## config.mk

```make
export PLATFORM = sky130hd
export DESIGN_NAME = multi_timer_pool_unit
export DESIGN_NICKNAME = d
export VERILOG_FILES = /design/src/tmp_pkg.sv /design/src/multi_timer_pool_unit.sv /design/src/tmp_cell.sv /design/src/tmp_step.sv /design/src/tmp_div.sv
export VERILOG_INCLUDE_DIRS = /design/src /design/src/src
export SDC_FILE = /design/constraint.sdc
export NUM_CORES = 2
export LEC_CHECK = 0
export ABC_AREA = 0
export BUFFER_PORTS_ARGS = -buffer_cell sky130_fd_sc_hd__buf_2
export CORE_UTILIZATION = 40
export DETAILED_ROUTE_END_ITERATION = 16
export PLACE_DENSITY = 0.55
export SLEW_MARGIN = 10
export SYNTH_ARGS = -nofsm -noshare
export SYNTH_HDL_FRONTEND = slang
export SYNTH_SLANG_ARGS = --single-unit
```

## constraint.sdc

```tcl
create_clock -name clk_i -period 14.9 [get_ports clk_i]
set_input_delay 0.745 -clock clk_i [delete_from_list [all_inputs] [get_ports clk_i]]
set_output_delay 0.745 -clock clk_i [all_outputs]
set_load 0.02 [all_outputs]
```

## src/assert_macros.svh

```systemverilog
// assertion helpers for the multi timer pool
// expects clk_i and rst_ni in the scope of the user
`ifndef ASSERT_MACROS_SVH
`define ASSERT_MACROS_SVH

// property must hold at every rising edge outside reset
`define TMP_ASSERT(lbl, prop, msg) \
  lbl: assert property (@(posedge clk_i) disable iff (!rst_ni) prop) \
    else $error(msg);

// condition must never be seen outside reset
`define TMP_ASSERT_NEVER(lbl, cond, msg) \
  `TMP_ASSERT(lbl, !(cond), msg)

`endif

```

## src/tmp_pkg.sv

```systemverilog
// shared types, codes and constants of the multi timer pool
// no dependencies; used by every module of the block
`default_nettype none

package tmp_pkg;

  // pool geometry and timing base
  localparam int NUM_TIMERS   = 16;
  localparam int TICKS_PER_MS = 100;
  localparam int ADDR_LIMIT   = 16;
  localparam int SLOT_LIMIT   = (NUM_TIMERS < ADDR_LIMIT) ? NUM_TIMERS : ADDR_LIMIT;

  // field widths
  localparam int REQ_W      = 3;
  localparam int ID_W       = 4;
  localparam int MS_W       = 24;
  localparam int NOW_W      = 32;
  localparam int TICK_W     = 31;
  localparam int STAT_W     = 2;
  localparam int LEFT_W     = 24;
  localparam int IN_DATA_W  = 64;
  localparam int OUT_DATA_W = 32;

  // walk counter size
  localparam int CNT_W  = (NUM_TIMERS > 1) ? $clog2(NUM_TIMERS) : 1;

  // rounded-up reciprocal of TICKS_PER_MS, exact for any TICK_W-bit dividend
  localparam int DIV_SHIFT = TICK_W + $clog2(TICKS_PER_MS);
  localparam int DIV_M_W   = TICK_W + 1;
  localparam logic [DIV_M_W-1:0] DIV_MAGIC =
    DIV_M_W'(((64'd1 << DIV_SHIFT) + 64'(TICKS_PER_MS - 1)) / 64'(TICKS_PER_MS));

  // request codes
  typedef enum logic [REQ_W-1:0] {
    REQ_TICK  = 3'd0,
    REQ_ALLOC = 3'd1,
    REQ_FREE  = 3'd2,
    REQ_START = 3'd3,
    REQ_STOP  = 3'd4,
    REQ_QUERY = 3'd5
  } req_e;

  // response status codes
  typedef enum logic [STAT_W-1:0] {
    ST_OK        = 2'd0,
    ST_NO_FREE   = 2'd1,
    ST_NOT_ALLOC = 2'd2
  } stat_e;

  // result kinds
  localparam logic KIND_RESP   = 1'b0;
  localparam logic KIND_EXPIRY = 1'b1;

  // control sequencer states
  typedef enum logic [4:0] {
    S_IDLE   = 5'b00001,
    S_WALK   = 5'b00010,
    S_DSTART = 5'b00100,
    S_DIV    = 5'b01000,
    S_DONE   = 5'b10000
  } state_e;

  // one timer slot as held in a cell
  typedef struct packed {
    logic              used;
    logic              periodic;
    logic [TICK_W-1:0] total;
    logic [TICK_W-1:0] rem;
  } slot_rec_t;

  // command held for the length of one walk
  typedef struct packed {
    req_e              req;
    logic [ID_W-1:0]   id;
    logic [TICK_W-1:0] ticks;
    logic              mode;
    logic [NOW_W-1:0]  elapsed;
  } cmd_t;

  // outcome of processing the head cell
  typedef struct packed {
    slot_rec_t rec;
    logic      match;
    logic      grab;
    logic      expire;
  } step_t;

endpackage

`default_nettype wire

```

## src/multi_timer_pool_unit.sv

```systemverilog
// top level of the multi timer pool: ring of slot cells, head update unit,
// reciprocal divider and output register; depends on tmp_pkg and the cell modules
//
//  channel  | dir | handshake                    | payload
//  s_axis   | in  | s_axis_tvalid/s_axis_tready  | tuser req_type, tdata command fields
//  m_axis   | out | m_axis_tvalid/m_axis_tready  | tuser result_kind, tdata result, tlast
//
// every item walks the ring of NUM_TIMERS cells once, one slot per cycle
// while the ring is not held; after the walk a query also runs the
// reciprocal divide; a tick whose count is unchanged finishes on accept
// expiry events leave one per slot; a stalled output holds the ring on a new expiry
// reset clears all cells at once, no clearing pass is needed
`default_nettype none

module multi_timer_pool_unit (
  input  logic                           clk_i,
  input  logic                           rst_ni,
  input  logic                           s_axis_tvalid,
  output logic                           s_axis_tready,
  // [3:0] timer_id, [27:4] duration_ms, [28] reload_mode, [60:29] now_tick
  input  logic [tmp_pkg::IN_DATA_W-1:0]  s_axis_tdata,
  // [2:0] req_type
  input  logic [tmp_pkg::REQ_W-1:0]      s_axis_tuser,
  output logic                           m_axis_tvalid,
  input  logic                           m_axis_tready,
  // [3:0] slot_id, [5:4] status, [6] is_running, [30:7] left_ms
  output logic [tmp_pkg::OUT_DATA_W-1:0] m_axis_tdata,
  // [0] result_kind
  output logic                           m_axis_tuser,
  output logic                           m_axis_tlast
);
  import tmp_pkg::*;

  `include "assert_macros.svh"

  state_e            state_q;
  cmd_t              cmd_q;
  logic [NOW_W-1:0]  prev_q;
  logic [CNT_W-1:0]  cnt_q;
  logic              found_q;
  logic [ID_W-1:0]   found_id_q;
  logic              valid_q;
  logic              run_q;
  logic [TICK_W-1:0] rem_cap_q;
  logic              pend_v_q;
  logic [ID_W-1:0]   pend_id_q;

  logic              out_valid_q;
  logic              out_kind_q;
  logic [ID_W-1:0]   out_slot_q;
  stat_e             out_status_q;
  logic              out_run_q;
  logic [LEFT_W-1:0] out_left_q;
  logic              out_last_q;

  // input fields
  logic [REQ_W-1:0]  in_req;
  logic [ID_W-1:0]   in_id;
  logic [MS_W-1:0]   in_ms;
  logic              in_mode;
  logic [NOW_W-1:0]  in_now;
  logic [31:0]       in_prod;
  logic              in_acc;
  logic              in_known;

  assign in_req  = s_axis_tuser;
  assign in_id   = s_axis_tdata[3:0];
  assign in_ms   = s_axis_tdata[27:4];
  assign in_mode = s_axis_tdata[28];
  assign in_now  = s_axis_tdata[60:29];

  assign s_axis_tready = (state_q == S_IDLE);
  assign in_acc        = s_axis_tvalid && s_axis_tready;
  assign in_known      = in_req inside {[REQ_TICK:REQ_QUERY]};
  assign in_prod       = 32'(in_ms) * 32'(TICKS_PER_MS);

  // ring of slot cells
  slot_rec_t cell_q [NUM_TIMERS];
  step_t     step;
  logic      out_free;
  logic      step_en;
  logic      walk_last;

  assign out_free  = !out_valid_q || m_axis_tready;
  assign step_en   = (state_q == S_WALK) && !(step.expire && pend_v_q && !out_free);
  assign walk_last = (cnt_q == CNT_W'(NUM_TIMERS - 1));

  for (genvar i = 0; i < NUM_TIMERS; i++) begin : g_cell
    slot_rec_t nxt;
    if (i == NUM_TIMERS - 1) begin : g_tail
      assign nxt = step.rec;
    end else begin : g_mid
      assign nxt = cell_q[i+1];
    end
    tmp_cell u_cell (
      .clk_i   (clk_i),
      .rst_ni  (rst_ni),
      .shift_i (step_en),
      .rec_i   (nxt),
      .rec_o   (cell_q[i])
    );
  end

  tmp_step u_step (
    .cmd_i   (cmd_q),
    .rec_i   (cell_q[0]),
    .cnt_i   (cnt_q),
    .found_i (found_q),
    .res_o   (step)
  );

  // divider for the query answer
  logic              div_start;
  logic              div_done;
  logic [TICK_W-1:0] div_quot;

  assign div_start = (state_q == S_DSTART);

  tmp_div u_div (
    .clk_i      (clk_i),
    .rst_ni     (rst_ni),
    .start_i    (div_start),
    .dividend_i (rem_cap_q),
    .done_o     (div_done),
    .quot_o     (div_quot)
  );

  // result writes: pending expiry during the walk, final result at the end
  logic walk_wr;
  logic done_wr;
  logic done_quiet;
  logic out_wr;

  assign walk_wr    = step_en && step.expire && pend_v_q;
  assign done_quiet = (state_q == S_DONE) && (cmd_q.req == REQ_TICK) && !pend_v_q;
  assign done_wr    = (state_q == S_DONE) && out_free && !done_quiet;
  assign out_wr     = walk_wr || done_wr;

  // sequencer and walk bookkeeping
  always_ff @(posedge clk_i or negedge rst_ni) begin
    if (!rst_ni) begin
      state_q  <= S_IDLE;
      prev_q   <= '0;
      cnt_q    <= '0;
      found_q  <= 1'b0;
      valid_q  <= 1'b0;
      run_q    <= 1'b0;
      pend_v_q <= 1'b0;
    end else begin
      case (state_q)
        S_IDLE: begin
          if (in_acc) begin
            cnt_q    <= '0;
            found_q  <= 1'b0;
            valid_q  <= 1'b0;
            run_q    <= 1'b0;
            pend_v_q <= 1'b0;
            if (in_req == REQ_TICK) begin
              prev_q <= in_now;
            end
            if (in_known && !(in_req == REQ_TICK && in_now == prev_q)) begin
              state_q <= S_WALK;
            end
          end
        end
        S_WALK: begin
          if (step_en) begin
            cnt_q <= cnt_q + CNT_W'(1);
            if (step.match) begin
              valid_q <= cell_q[0].used;
              run_q   <= cell_q[0].used && (cell_q[0].total != '0);
            end
            if (step.grab) begin
              found_q <= 1'b1;
            end
            if (step.expire) begin
              pend_v_q <= 1'b1;
            end
            if (walk_last) begin
              state_q <= (cmd_q.req == REQ_QUERY) ? S_DSTART : S_DONE;
            end
          end
        end
        S_DSTART: begin
          state_q <= S_DIV;
        end
        S_DIV: begin
          if (div_done) begin
            state_q <= S_DONE;
          end
        end
        S_DONE: begin
          if (done_quiet || done_wr) begin
            pend_v_q <= 1'b0;
            state_q  <= S_IDLE;
          end
        end
        default: begin
          state_q <= S_IDLE;
        end
      endcase
    end
  end

  // command and captured slot data
  always_ff @(posedge clk_i) begin
    if (in_acc) begin
      cmd_q.req     <= req_e'(in_req);
      cmd_q.id      <= in_id;
      cmd_q.ticks   <= in_prod[TICK_W-1:0];
      cmd_q.mode    <= in_mode;
      cmd_q.elapsed <= in_now - prev_q;
    end
    if (step_en && step.match) begin
      rem_cap_q <= cell_q[0].rem;
    end
    if (step_en && step.grab) begin
      found_id_q <= ID_W'(cnt_q);
    end
    if (step_en && step.expire) begin
      pend_id_q <= ID_W'(cnt_q);
    end
  end

  // output register valid
  always_ff @(posedge clk_i or negedge rst_ni) begin
    if (!rst_ni) begin
      out_valid_q <= 1'b0;
    end else if (out_wr) begin
      out_valid_q <= 1'b1;
    end else if (m_axis_tready) begin
      out_valid_q <= 1'b0;
    end
  end

  // output register payload
  always_ff @(posedge clk_i) begin
    if (walk_wr) begin
      out_kind_q   <= KIND_EXPIRY;
      out_slot_q   <= pend_id_q;
      out_status_q <= ST_OK;
      out_run_q    <= 1'b0;
      out_left_q   <= '0;
      out_last_q   <= 1'b0;
    end else if (done_wr) begin
      out_last_q <= 1'b1;
      out_run_q  <= 1'b0;
      out_left_q <= '0;
      case (cmd_q.req)
        REQ_TICK: begin
          out_kind_q   <= KIND_EXPIRY;
          out_slot_q   <= pend_id_q;
          out_status_q <= ST_OK;
        end
        REQ_ALLOC: begin
          out_kind_q   <= KIND_RESP;
          out_slot_q   <= found_q ? found_id_q : '0;
          out_status_q <= found_q ? ST_OK : ST_NO_FREE;
        end
        REQ_QUERY: begin
          out_kind_q   <= KIND_RESP;
          out_slot_q   <= cmd_q.id;
          out_status_q <= valid_q ? ST_OK : ST_NOT_ALLOC;
          out_run_q    <= run_q;
          out_left_q   <= run_q ? div_quot[LEFT_W-1:0] : '0;
        end
        default: begin
          out_kind_q   <= KIND_RESP;
          out_slot_q   <= cmd_q.id;
          out_status_q <= valid_q ? ST_OK : ST_NOT_ALLOC;
        end
      endcase
    end
  end

  assign m_axis_tvalid = out_valid_q;
  assign m_axis_tuser  = out_kind_q;
  assign m_axis_tlast  = out_last_q;
  assign m_axis_tdata  = {1'b0, out_left_q, out_run_q, out_status_q, out_slot_q};

  // checks
  `TMP_ASSERT(a_state_onehot, $onehot(state_q), "sequencer state not one-hot")
  `TMP_ASSERT(a_no_overwrite, out_wr |-> (!out_valid_q || m_axis_tready),
    "result register overwritten before transfer")
  `TMP_ASSERT_NEVER(a_pend_in_idle, s_axis_tready && pend_v_q,
    "expiry still pending while taking a new item")
  `TMP_ASSERT(a_div_done_state, div_done |-> (state_q == S_DIV),
    "divider finished outside the divide state")

endmodule

`default_nettype wire

```

## src/tmp_cell.sv

```systemverilog
// one storage cell of the slot ring
// depends on tmp_pkg for the slot record type
`default_nettype none

module tmp_cell (
  input  logic              clk_i,
  input  logic              rst_ni,
  input  logic              shift_i,
  input  tmp_pkg::slot_rec_t rec_i,
  output tmp_pkg::slot_rec_t rec_o
);
  import tmp_pkg::*;

  slot_rec_t rec_q;

  // take the neighbor's record on every ring step
  always_ff @(posedge clk_i or negedge rst_ni) begin
    if (!rst_ni) begin
      rec_q <= '0;
    end else if (shift_i) begin
      rec_q <= rec_i;
    end
  end

  assign rec_o = rec_q;

endmodule

`default_nettype wire

```

## src/tmp_step.sv

```systemverilog
// update unit at the head of the slot ring
// depends on tmp_pkg for command, record and step types
`default_nettype none

module tmp_step (
  input  tmp_pkg::cmd_t           cmd_i,
  input  tmp_pkg::slot_rec_t      rec_i,
  input  logic [tmp_pkg::CNT_W-1:0] cnt_i,
  input  logic                    found_i,
  output tmp_pkg::step_t          res_o
);
  import tmp_pkg::*;

  logic              in_lim;
  logic              match;
  logic              hit;
  logic              live;
  logic              ge;
  logic [TICK_W-1:0] rem_sub;
  logic [TICK_W-1:0] nrem;

  // slot addressing and activity
  assign in_lim = 32'(cnt_i) < 32'(SLOT_LIMIT);
  assign match  = in_lim && (32'(cmd_i.id) == 32'(cnt_i));
  assign hit    = match && rec_i.used;
  assign live   = in_lim && rec_i.used && (rec_i.total != '0);

  // saturating countdown by the elapsed ticks
  assign ge      = {1'b0, rec_i.rem} >= cmd_i.elapsed;
  assign rem_sub = rec_i.rem - cmd_i.elapsed[TICK_W-1:0];
  assign nrem    = ge ? rem_sub : '0;

  // per-request record update
  always_comb begin
    res_o       = '0;
    res_o.rec   = rec_i;
    res_o.match = match;
    case (cmd_i.req)
      REQ_TICK: begin
        if (live) begin
          if (nrem == '0) begin
            res_o.expire = 1'b1;
            if (rec_i.periodic) begin
              res_o.rec.rem = rec_i.total;
            end else begin
              res_o.rec.rem   = '0;
              res_o.rec.total = '0;
            end
          end else begin
            res_o.rec.rem = nrem;
          end
        end
      end
      REQ_ALLOC: begin
        if (in_lim && !found_i && !rec_i.used) begin
          res_o.grab = 1'b1;
          res_o.rec  = '{used: 1'b1, periodic: 1'b0, total: '0, rem: '0};
        end
      end
      REQ_FREE: begin
        if (hit) begin
          res_o.rec = '0;
        end
      end
      REQ_START: begin
        if (hit) begin
          res_o.rec.periodic = cmd_i.mode;
          res_o.rec.total    = cmd_i.ticks;
          res_o.rec.rem      = cmd_i.ticks;
        end
      end
      REQ_STOP: begin
        if (hit) begin
          res_o.rec.periodic = 1'b0;
          res_o.rec.total    = '0;
          res_o.rec.rem      = '0;
        end
      end
      default: begin
        res_o.rec = rec_i;
      end
    endcase
  end

endmodule

`default_nettype wire

```

## src/tmp_div.sv

```systemverilog
// constant divider: remaining ticks to milliseconds by reciprocal multiply
// quotient registered on start and valid in the next cycle; depends on tmp_pkg for widths
`default_nettype none

module tmp_div (
  input  logic                       clk_i,
  input  logic                       rst_ni,
  input  logic                       start_i,
  input  logic [tmp_pkg::TICK_W-1:0] dividend_i,
  output logic                       done_o,
  output logic [tmp_pkg::TICK_W-1:0] quot_o
);
  import tmp_pkg::*;

  logic                      done_q;
  logic [TICK_W-1:0]         quot_q;
  logic [TICK_W+DIV_M_W-1:0] prod;

  // multiply by the rounded-up reciprocal, the quotient is the high part
  assign prod = {{DIV_M_W{1'b0}}, dividend_i} * {{TICK_W{1'b0}}, DIV_MAGIC};

  // done flag is start delayed by one register
  always_ff @(posedge clk_i or negedge rst_ni) begin
    if (!rst_ni) begin
      done_q <= 1'b0;
    end else begin
      done_q <= start_i;
    end
  end

  // quotient register
  always_ff @(posedge clk_i) begin
    if (start_i) begin
      quot_q <= TICK_W'(prod >> DIV_SHIFT);
    end
  end

  assign done_o = done_q;
  assign quot_o = quot_q;

endmodule

`default_nettype wire
```

==> flow_summary.json <==
{
  "status": "finished clean",
  "cp_top_family": "adder cells",
  "tightest_slew_ns": 1.17,
  "yosysUniqueCellTypes": 92,
  "gp_congestion": 0.890,
  "cts_max_level": 4,
  "synthesis.nets": 8209,
  "period_needed_ns": 9.20,
  "skew_ns": 0.0252,
  "cts_sinks": 1236,
  "setup_tns_ns": 0,
  "grt_pass1_wl_mm": 262,
  "crit_path_max_fanout": 10,
  "crit_top_cell": "fa_1",
  "tritoncts": "yes",
  "async_flop_share_pct": 86.7,
  "grt_pass1_vias": 47246,
  "relSlewSlack_pct": 22.3,
  "clkPwrFrac_pct": 22.6,
  "cp_slowest_cell": "edfxtp_1",
  "synth_seq_cells": 1236,
  "dr.pass1.iters": 9,
  "area_growth_pct": 10.2,
  "rsz0062_at_grt": "false",
  "utilization_pct": 44.4,
  "cts.clk_slew.worst_paths_ns": 0.06,
  "io_buffers": 102,
  "rr_worst_depth": 25,
  "mostFrequentLayoutCells": "nand2_1 (2988), dfrtp_1 (1070), inv_1 (784), ha_1 (521), fa_1 (395)",
  "drc_errors": 0,
  "p_int_w": 0.00895,
  "crit_required_ns": 15.39,
  "start_kind": "register",
  "antenna_found_initial": 9,
  "hold_violations": 0,
  "synth.avg_cell_area_sq_um": 9.44,
  "crit_type": "register to register",
  "ys_seq_area_share_pct": 46.1,
  "final_cell_count_no_fill": 9561,
  "vias": 46382,
  "place_hpwl_mm": 113,
  "crit_arrival_ns": 9.69,
  "power_leakage_nw": 40.6,
  "worstHoldPathCells": 1,
  "hold_path_class": "input port to register",
  "placed_cells": 9317,
  "cts_max_path_buffers": 3,
  "grt_start_max_net_pins": 227,
  "crit_path_end_kind": "register",
  "cts_made_buffers": 132,
  "r2r_start": "rem_cap_q[9]$_DFFE_PP_",
  "io-pin-count": 107,
  "p_switching_w": 0.00601,
  "synth-edff-count": 136,
  "sequentialPowerShare_pct": 33.0,
  "holdCritStartpoint": "s_axis_tdata[2]",
  "r2r_slack_ns": 5.70,
  "layout_commonest_cell": "nand2_1",
  "wire_per_inst_um": 16.8,
  "cellPowerDensity_nw_per_um2": 199,
  "maxCapViolations": 0,
  "finalCritPeriodShare_pct": 61.7,
  "peakVddDrop_mv": 0.197,
  "wl_mm": 160,
  "synth_ff_type": "dfrtp_1",
  "fin_hold_ws_ns": 0.172,
  "die_w_um": 415,
  "num_rows": 151,
  "grt_usage_pct": 19.0,
  "drt_iter0_drc": 3366,
  "die_h_um": 415,
  "start_util_pct": 40.3,
  "clock_latency_ns": 0.76,
  "synthCells": 7222,
  "dieArea_sq_um": 172000,
  "finalPower_w": 0.0150,
  "r2r_end": "u_div.quot_o[23]$_DFFE_PP_",
  "maxSlewViolCount": 0,
  "ys_warn_count": 0,
  "netlist_area_sq_um": 68200,
  "pwr-share-comb_pct": 44.4,
  "hold_end": "cmd_q[66]$_DFFE_PP_",
  "vias_per_cell": 4.85,
  "grt_overflow": 0,
  "setup_violations": 0,
  "path_buf_inv": 4,
  "switching_share_pct": 40.2,
  "clock-root-buffer": "clkbuf_16",
  "antenna_left": 0,
  "nets": 8221,
  "crit_path_max_incr_delay_ns": 0.69,
  "drive_gt1_share_pct": 5.87,
  "core_sq_um": 169000,
  "fmax_mhz": 109,
  "fillers": 16565
}
[power by group through the flow]
stage	Sequential, W	Clock [W]	Combinational (W)
2_1_floorplan	0.00481	0	0.00492
3_3_place_gp	0.00498	0	0.00662
3_5_place_dp	0.00499	0	0.00669
4_1_cts	0.00494	0.00349	0.00676
5_1_grt	0.00504	0.00361	0.00762
6_report	0.00493	0.00339	0.00664
[registers in the layout, indices dropped and copies added, names as in the netlist, 2 cells and up]
name / count
u_div.quot_o: 24
state_q: 5
g_cell.u_cell.rec_o: 1024
pend_id_q: 4
cnt_q: 4
found_id_q: 4
out_status_q: 2
rem_cap_q: 31
cmd_q: 69
out_slot_q: 4
prev_q: 32
out_left_q: 24
[synthesized netlist by cell type, drive strengths merged (9+ instances only)]
master | n | share of area, %
nor2b | 21 | 0.19
a21oi | 119 | 0.93
inv | 785 | 4.3
nand3 | 42 | 0.31
a211oi | 18 | 0.23
nand2 | 2988 | 16
o21a | 20 | 0.22
clkbuf | 60 | 0.33
xnor2 | 65 | 0.85
dfxtp | 29 | 0.85
fa | 395 | 12
nor2 | 159 | 0.88
nor4 | 14 | 0.14
a21o | 37 | 0.41
nand2b | 21 | 0.19
o21ai | 93 | 0.68
a31oi | 24 | 0.24
a221oi | 44 | 0.57
nor3 | 43 | 0.32
o21bai | 17 | 0.19
nand4 | 28 | 0.26
buf | 212 | 1.6
a22o | 27 | 0.35
xor2 | 27 | 0.35
a222oi | 16 | 0.23
mux2 | 32 | 0.53
o211ai | 15 | 0.17
and3 | 13 | 0.12
o31ai | 9 | 0.099
dfrtp | 1070 | 39
a221o | 12 | 0.18
edfxtp | 136 | 6.0
ha | 521 | 9.6
[cell families after synthesis]
logic type,share of synthesized area (%)
compound gates,5.24
buf+inv,6.27
simple gates,19.4
xor+xnor,1.19
other cells,0.00550
fa+ha+maj,21.2
mux,0.646
flops,46.1
[final cells by class]
| type | instances | area [sq um] | share of cell area [%] |
|---|---|---|---|
| clock buffer | 185 | 3850 | 5.12 |
| inverter | 786 | 2950 | 3.93 |
| tap | 2218 | 2780 | 3.69 |
| sequential | 1236 | 31500 | 41.9 |
| antenna | 3 | 7.51 | 0.00999 |
| multi-input combinational | 4928 | 32500 | 43.2 |
| timing repair buffer | 150 | 971 | 1.29 |
| clock inverter | 55 | 653 | 0.869 |
[per-stage QoR]
step	area, sq um	setup WS, ns
finish	75200	5.70
floorplan	68200	7.30
CTS	75200	5.59
global placement	70600	5.67
detailed placement	70600	5.60
global route	75200	5.35
[metal layers]
layer	share of wire (%)	vias up	track usage, %
met2	48	628	31.5
met5	0	-	0
met1	46	22842	26.4
met3	3.1	211	2.31
met4	2.3	0	5.11
li1	-	22701	-
[worst max-delay path by stage]
| stage | endpoint | cells past startpoint | slack [ns] | start |
|---|---|---|---|---|
| finish | u_div.quot_o[23]$_DFFE_PP_ | 25 | 5.70 | rem_cap_q[9]$_DFFE_PP_ |
| global route | u_div.quot_o[23]$_DFFE_PP_ | 25 | 5.35 | rem_cap_q[6]$_DFFE_PP_ |
| CTS | u_div.quot_o[23]$_DFFE_PP_ | 27 | 5.59 | rem_cap_q[6]$_DFFE_PP_ |
| detailed placement | u_div.quot_o[23]$_DFFE_PP_ | 27 | 5.60 | rem_cap_q[4]$_DFFE_PP_ |
| global placement | u_div.quot_o[23]$_DFFE_PP_ | 27 | 5.67 | rem_cap_q[9]$_DFFE_PP_ |
| floorplan | u_div.quot_o[19]$_DFFE_PP_ | 27 | 7.30 | rem_cap_q[12]$_DFFE_PP_ |
[timing repair]
action | CTS | global route
setup buffers | 0 | 0
endpoints found under the hold margin | 23 | 0
resized for setup | 0 | 0
hold buffers | 1 | 0
Note: power is estimated with default switching activity, not from simulation.
